**config.mk**
```make
export PLATFORM = sky130hd
export DESIGN_NAME = gzip_header_length_parser_top
export DESIGN_NICKNAME = d
export VERILOG_FILES = /design/src/rtl/ghlp_pkg.sv /design/src/rtl/ghlp_out_reg.sv /design/src/rtl/gzip_header_length_parser_top.sv
export SDC_FILE = /design/constraint.sdc
export NUM_CORES = 1
export LEC_CHECK = 0
export ABC_AREA = 1
export BUFFER_PORTS_ARGS = -buffer_cell sky130_fd_sc_hd__buf_2
export CAP_MARGIN = 30
export CELL_PAD_IN_SITES_DETAIL_PLACEMENT = 0
export CELL_PAD_IN_SITES_GLOBAL_PLACEMENT = 1
export CORE_ASPECT_RATIO = 0.75
export CORE_MARGIN = 4
export CORE_UTILIZATION = 35
export CTS_BUF_LIST = sky130_fd_sc_hd__clkbuf_16
export DETAILED_ROUTE_END_ITERATION = 10
export PLACE_DENSITY_LB_ADDON = 0.1
export SKIP_CTS_REPAIR_TIMING = 1
export SLEW_MARGIN = 20
export SYNTH_ARGS = -nofsm -noshare
export SYNTH_HDL_FRONTEND = slang
export SYNTH_SLANG_ARGS = --single-unit
```
**constraint.sdc**
```tcl
create_clock -name clk -period 4.3 [get_ports clk]
set_input_delay 0 -clock clk [delete_from_list [all_inputs] [get_ports clk]]
set_output_delay 0 -clock clk [all_outputs]
set_load 0.05 [all_outputs]
```
**src/rtl/ghlp_pkg.sv**
```systemverilog
// Package: constants and types of the gzip header length parser.
`timescale 1ns / 1ps
package ghlp_pkg;

  localparam logic [7:0] MAGIC0     = 8'h1f;
  localparam logic [7:0] MAGIC1     = 8'h8b;
  localparam logic [7:0] F_EXTRA    = 8'h04;
  localparam logic [7:0] F_NAME     = 8'h08;
  localparam logic [7:0] F_COMMENT  = 8'h10;
  localparam logic [7:0] F_HCRC     = 8'h02;
  localparam int         FIXED_LEN  = 10;
  localparam int         FLAG_POS   = 4;
  localparam int         HLEN_W     = 16;

  typedef enum logic [1:0] {
    ST_OK        = 2'd0,
    ST_BAD_MAGIC = 2'd1,
    ST_TRUNC     = 2'd2,
    ST_TOO_LONG  = 2'd3
  } status_t;

  typedef struct packed {
    logic [HLEN_W-1:0] header_length;
    status_t           status;
  } result_t;

endpackage

```
**src/rtl/ghlp_out_reg.sv**
```systemverilog
// Result register: holds one result until the receiver takes it.
`timescale 1ns / 1ps
module ghlp_out_reg
  import ghlp_pkg::*;
(
  input  logic                clk,
  input  logic                rst_n,
  input  logic                load,
  input  result_t             res,
  input  logic                out_ready,
  output logic                out_valid,
  output logic [HLEN_W-1:0]   out_header_length,
  output logic [1:0]          out_status
);

  logic    valid_r;
  result_t res_r;

  always_ff @(posedge clk) begin
    if (!rst_n) begin
      valid_r <= 1'b0;
    end else if (load) begin
      valid_r <= 1'b1;
    end else if (out_ready) begin
      valid_r <= 1'b0;
    end
  end

  always_ff @(posedge clk) begin
    if (load) begin
      res_r <= res;
    end
  end

  assign out_valid         = valid_r;
  assign out_header_length = res_r.header_length;
  assign out_status        = res_r.status;

endmodule

```
**src/rtl/gzip_header_length_parser_top.sv**
```systemverilog
// Top level: gzip member header length parser.
// Usage:
//   Input channel in_valid/in_ready carries one buffer byte per request
//   (in_byte_value) with in_last_byte marking the buffer's final byte.
//   Output channel out_valid/out_ready carries at most one result per
//   buffer: out_header_length and out_status (ok, bad magic or short,
//   truncated, too long). Length is zero unless status is ok.
//   The result is registered: it shows in the cycle after the deciding byte.
//   Throughput: one byte per cycle while in_ready is high; the header
//   walk is held in registers updated from each byte; no byte waits on another.
//   A pending result does not stop input while out_ready is high; with
//   the result register full and out_ready low, in_ready drops until the
//   result is taken.
//   Bytes after the result are consumed and ignored until the last byte.
//   Reset (rst_n low, synchronous) empties the result register and sets
//   the parser to expect the first magic byte of a new buffer.
//   LENGTH_BITS sets the position counter; the header limit is
//   min(2^LENGTH_BITS - 1, 65535) bytes.
`timescale 1ns / 1ps
module gzip_header_length_parser_top
  import ghlp_pkg::*;
#(
  parameter int LENGTH_BITS = 16
) (
  input  logic                clk,
  input  logic                rst_n,
  input  logic                in_valid,
  output logic                in_ready,
  input  logic [7:0]          in_byte_value,
  input  logic                in_last_byte,
  output logic                out_valid,
  input  logic                out_ready,
  output logic [HLEN_W-1:0]   out_header_length,
  output logic [1:0]          out_status
);

  localparam int PosW = (LENGTH_BITS < HLEN_W) ? LENGTH_BITS : HLEN_W;
  localparam logic [PosW-1:0] PosMax = '1;

  typedef enum logic [3:0] {
    PH_MAGIC0, PH_MAGIC1, PH_FIXED, PH_XLO, PH_XHI, PH_EXTRA,
    PH_NAME, PH_COMMENT, PH_CRC0, PH_CRC1, PH_DONE, PH_IGNORE
  } phase_t;

  phase_t         phase_r, phase_nxt, phase_step;
  logic [PosW-1:0] pos_r, pos_nxt, n;
  logic [7:0]     flags_r, flags_nxt;
  logic [15:0]    xrem_r, xrem_nxt;
  logic [7:0]     xlo_r, xlo_nxt;
  logic           accept;
  logic           bad;
  logic           fire;
  logic           active;
  result_t        res;

  function automatic phase_t next_part(input phase_t from, input logic [7:0] fl);
    phase_t p;
    if (from <= PH_XLO && (fl & F_EXTRA) != 8'd0) begin
      p = PH_XLO;
    end else if (from <= PH_NAME && (fl & F_NAME) != 8'd0) begin
      p = PH_NAME;
    end else if (from <= PH_COMMENT && (fl & F_COMMENT) != 8'd0) begin
      p = PH_COMMENT;
    end else if (from <= PH_CRC0 && (fl & F_HCRC) != 8'd0) begin
      p = PH_CRC0;
    end else begin
      p = PH_DONE;
    end
    return p;
  endfunction

  assign in_ready = !out_valid || out_ready;
  assign accept   = in_valid && in_ready;
  assign n        = (pos_r == PosMax) ? PosMax : pos_r + 1'b1;

  always_comb begin
    phase_step = phase_r;
    flags_nxt  = flags_r;
    xrem_nxt   = xrem_r;
    xlo_nxt    = xlo_r;
    bad        = 1'b0;
    active     = 1'b1;
    unique case (phase_r)
      PH_MAGIC0: begin
        if (in_byte_value != MAGIC0) bad = 1'b1; else phase_step = PH_MAGIC1;
      end
      PH_MAGIC1: begin
        if (in_byte_value != MAGIC1) bad = 1'b1; else phase_step = PH_FIXED;
      end
      PH_FIXED: begin
        if (n == PosW'(FLAG_POS)) flags_nxt = in_byte_value;
        if (n >= PosW'(FIXED_LEN)) phase_step = next_part(PH_XLO, flags_r);
      end
      PH_XLO: begin
        xlo_nxt    = in_byte_value;
        phase_step = PH_XHI;
      end
      PH_XHI: begin
        xrem_nxt   = {in_byte_value, xlo_r};
        phase_step = ({in_byte_value, xlo_r} != 16'd0) ? PH_EXTRA
                                                        : next_part(PH_NAME, flags_r);
      end
      PH_EXTRA: begin
        xrem_nxt = xrem_r - 16'd1;
        if (xrem_r == 16'd1) phase_step = next_part(PH_NAME, flags_r);
      end
      PH_NAME: begin
        if (in_byte_value == 8'd0) phase_step = next_part(PH_COMMENT, flags_r);
      end
      PH_COMMENT: begin
        if (in_byte_value == 8'd0) phase_step = next_part(PH_CRC0, flags_r);
      end
      PH_CRC0: phase_step = PH_CRC1;
      PH_CRC1: phase_step = PH_DONE;
      default: begin
        phase_step = PH_IGNORE;
        active     = 1'b0;
      end
    endcase
  end

  always_comb begin
    fire              = 1'b0;
    res.header_length = '0;
    res.status        = ST_OK;
    if (active) begin
      priority if (bad) begin
        fire       = 1'b1;
        res.status = ST_BAD_MAGIC;
      end else if (phase_step == PH_DONE) begin
        fire              = 1'b1;
        res.header_length = HLEN_W'(n);
      end else if (n == PosMax) begin
        fire       = 1'b1;
        res.status = ST_TOO_LONG;
      end else if (in_last_byte) begin
        fire       = 1'b1;
        res.status = (n < PosW'(FIXED_LEN)) ? ST_BAD_MAGIC : ST_TRUNC;
      end else begin
        fire = 1'b0;
      end
    end
  end

  always_comb begin
    phase_nxt = fire ? PH_IGNORE : phase_step;
    pos_nxt   = active ? n : pos_r;
    if (in_last_byte) begin
      phase_nxt = PH_MAGIC0;
      pos_nxt   = '0;
    end
  end

  always_ff @(posedge clk) begin
    if (!rst_n) begin
      phase_r <= PH_MAGIC0;
      pos_r   <= '0;
      flags_r <= '0;
      xrem_r  <= '0;
      xlo_r   <= '0;
    end else if (accept) begin
      phase_r <= phase_nxt;
      pos_r   <= pos_nxt;
      flags_r <= flags_nxt;
      xrem_r  <= xrem_nxt;
      xlo_r   <= xlo_nxt;
    end
  end

  ghlp_out_reg u_out_reg (
    .clk               (clk),
    .rst_n             (rst_n),
    .load              (accept && fire),
    .res               (res),
    .out_ready         (out_ready),
    .out_valid         (out_valid),
    .out_header_length (out_header_length),
    .out_status        (out_status)
  );

endmodule

```
==> metrics.sh <==
OUTCOME='finished with violations'
VIOLATIONS='negative hold slack'
CLOCK_TREE_FROM_TRITONCTS='yes'
WL_UM=13600
WORST-SLEW-PIN-TRANSITION_PS=864
POSTROUTEANTENNANETS=0
DATA_ARRIVAL_TIME_OF_THE_CRITICAL_PATH_PS=3660
CRIT_FANOUT=22
GRT_MAX_DEGREE=24
SETUP-TNS-FINAL_PS=0
FLOORPLAN.ROWS=34
FINALSETUPVIOLATIONS=0
DRIVE_ABOVE_1_SHARE_PCT=13.6
FINAL_CLOCK_PERIOD_UTILIZATION_BY_THE_WORST_PATH_PCT=86.1
FINAL.SETUP_SKEW_PS=7.18
SYNTH.LIB_CELLS_USED.DISTINCT=40
TIMING.CRITICAL_PATH.FROM='phase_r[0]'
P_PER_AREA_mW_PER_MM2=344
LAYOUT_COMMON_CELLS='nand2_1, inv_1, nor2_1'
SYNTH_EDF_COUNT=18
DRT-PASS1-ITER-COUNT=6
CRITICALPATHCATEGORY='register to register'
YOSYS_REGISTER_BITS=67
CLOCKBUFFERDEPTH=2
YOSYS_MOST_USED_DFF='dfxtp_1'
SYNTH.TOP_CELL.AREA_SHARE_PCT=23.0
VIAS=4309
SYN_INST=627
DETAIL_ROUTE.ITER0.VIOLATIONS=405
CRITPATHSLOWESTCELL='nor2_2'
FIRST_GLOBAL_VIAS=3816
HPWL_UM=10600
POSTSYNTHAREAPERCELL_SQ_UM=6.79
SLEW-LIMIT-HEADROOM_PCT=42.4
SYNTH-ASYNC-RESET-RATIO_PCT=0
R2R_SETUP_SLK_PS=600
CPPEAKSTAGEDELAY_PS=670
GLOBAL_ROUTE.OVERFLOW_TOTAL=0
RSZ_0062_RAISED_AFTER_GLOBAL_ROUTING='false'
PORT_BUFFERS=32
FP.DIEH_UM=104
SYNTH_AREA_LEADERS='dfxtp_1, edfxtp_1, nand2_1, a21oi_1, inv_1'
CLK_PIN_SLEW_PS=60
GROUTE.USAGE.OVERALL_PCT=19.6
WORST_R2R_STARTPOINT='phase_r[0]'
GP_CONGESTION=0.926
WIRE_PER_INST_UM=16.4
WORST_SKEW_PAIR.LATE_LATENCY_PS=340
REQUIRED_PS=4260
FINAL_PERIOD_MINUS_WORST_SETUP_SLACK_PS=3700
WORSTSETUPSTARTPOINTTYPE='register'
CTS-BUFFERS-INSERTED=9
TIMING.CRITICAL_PATH.TO_TYPE='register'
TIMING.FINAL.HOLD_VIOLATIONS=1
POWER_LEAKAGE_uW=0.00205
MAPPEDNETLISTNETS=643
DETAIL_ROUTED_VIA_COUNT_PER_CELL=5.21
SYNTH_SEQUENTIAL_AREA_RATIO_PCT=35.7
WORST_IR_DROP_VDD_mV=0.222
CRITICAL_PATH.CELL_CHAIN='inv_1, nor2_1, inv_1, nor2_2, buf_4, inv_1, o21ai_0, a21oi_1, nand2_1, nand3_2, nand2_1, nand2_1, nor2_2'
HIGHEST_CLOCK_FREQUENCY_THE_DESIGN_CAN_MEET_MHz=270
WORST_SLACK_ON_HOLD_PATHS_PS=-1.20
REPORT.FINAL.SLEW_VIOL_COUNT=0
CHIPWIDTH_UM=135
MOST_COMMON_CELL_AFTER_LAYOUT_FILL_AND_TAPS_ASIDE='nand2_1'
FIN_NETS=675
SYN-CELL-AREA_SQ_MM=0.00426
REMAINING_DRC_ERRORS=0
DIE_AREA_SQ_MM=0.0140
HP-CLASS='primary input to register'
CLK_ROOT_BUFFER_CELL='clkbuf_16'
STARTING_DENSITY_OF_THE_CORE_PCT=36.3
MIN-DELAY-START='out_ready'
YOSYS_WARNS=0
DRV_CAP=0
CELL_TAKING_THE_MOST_AREA_AFTER_SYNTHESIS='dfxtp_1'
GRT_FIRST_PASS_WIRELENGTH_UM=21500
PIN_COUNT=33
CLOCK_SINK_COUNT=67
H_TREE_LVL_COUNT=3
PLACEABLECOREAREA_SQ_MM=0.0117
ANTENNA_FOUND_INITIAL=0
SYN_TO_FINAL_GROWTH_PCT=15.7
[final cells by class]
cell class | count | area (sq um)
tap | 162 | 203
clock buffer | 9 | 225
inverter | 82 | 308
fill | 1246 | 6810
antenna | 1 | 2.50
clock inverter | 7 | 116
sequential | 67 | 1520
timing repair buffer | 37 | 200
multi-input combinational | 462 | 2350
[registers in the layout (all words and copies together), names as in the netlist]
name and cells:
pos_r 16, u_out_reg.out_header_length 16, xrem_r 16, xlo_r 8
flags_r 4, phase_r 4, u_out_reg.out_status 2, u_out_reg.out_valid 1
[path summary, 6_finish.rpt]
path | to | depth (start not counted)
worst max-delay path | u_out_reg.out_header_length[7] | 13
worst min-delay path | u_out_reg.out_valid | 3
worst min register to register | xrem_r[13] | 2
worst max register to register | u_out_reg.out_header_length[7] | 13
[cell usage after synthesis, types with 9 or more instances]
| master | count |
|---|---|
| inv_1 | 76 |
| nand3_1 | 32 |
| nand4_1 | 16 |
| clkbuf_1 | 12 |
| nor2_1 | 76 |
| nor2_2 | 9 |
| edfxtp_1 | 18 |
| a21oi_1 | 66 |
| dfxtp_1 | 49 |
| nand2_1 | 135 |
| o21ai_0 | 43 |
| nor3_1 | 16 |
[per-layer routing]
metal	routed length (um)	vias up	track usage [%]
li1	-	2152	-
met1	7460	1973	33.3
met2	4610	175	21.6
met3	1410	9	7.90
met4	113	0	4.10
met5	0	-	0
[power by group]
part	total, uW	internal (uW)	switching, uW
clock network	847	565	283
logic	171	35.6	135
registers	676	667	9.21
total	1690	1270	427
[critical path, delay by kind of cell, from the launching register on]
family | cells | cell delay [ps]
and+or+nand+nor | 7 | 1580
buffers and inverters | 4 | 800
DFF | 1 | 530
AOI/OAI and AO/OA | 2 | 400
[metrics by stage]
step                      setup slack, ps  instances  utilization [%]  power, uW  cell area, sq um
after CTS                             643        825             41.9       1710              4910
after detailed placement              660        809             38.9        858              4570
after floorplan                      1550        627                -        806              4260
final                                 596        827             42.0       1690              4930
after global placement                827        809             38.9        860              4570
after global routing                  189        826             41.9       1760              4920
[cells by family (layout without fill, tap and decap cells)]
logic type | after synthesis | count (layout) | synth area share [%]
AND/OR/NAND/NOR | 317 | 317 | 35.4
AO/OA/AOI/OAI | 132 | 132 | 16.9
buffers and inverters | 98 | 135 | 9.05
flip-flops | 67 | 67 | 35.7
XOR/XNOR | 10 | 10 | 2.06
adder cells (fa/ha/maj) | 3 | 3 | 0.882
other | 0 | 1 | 0
Power figures use the tool's default switching activity.
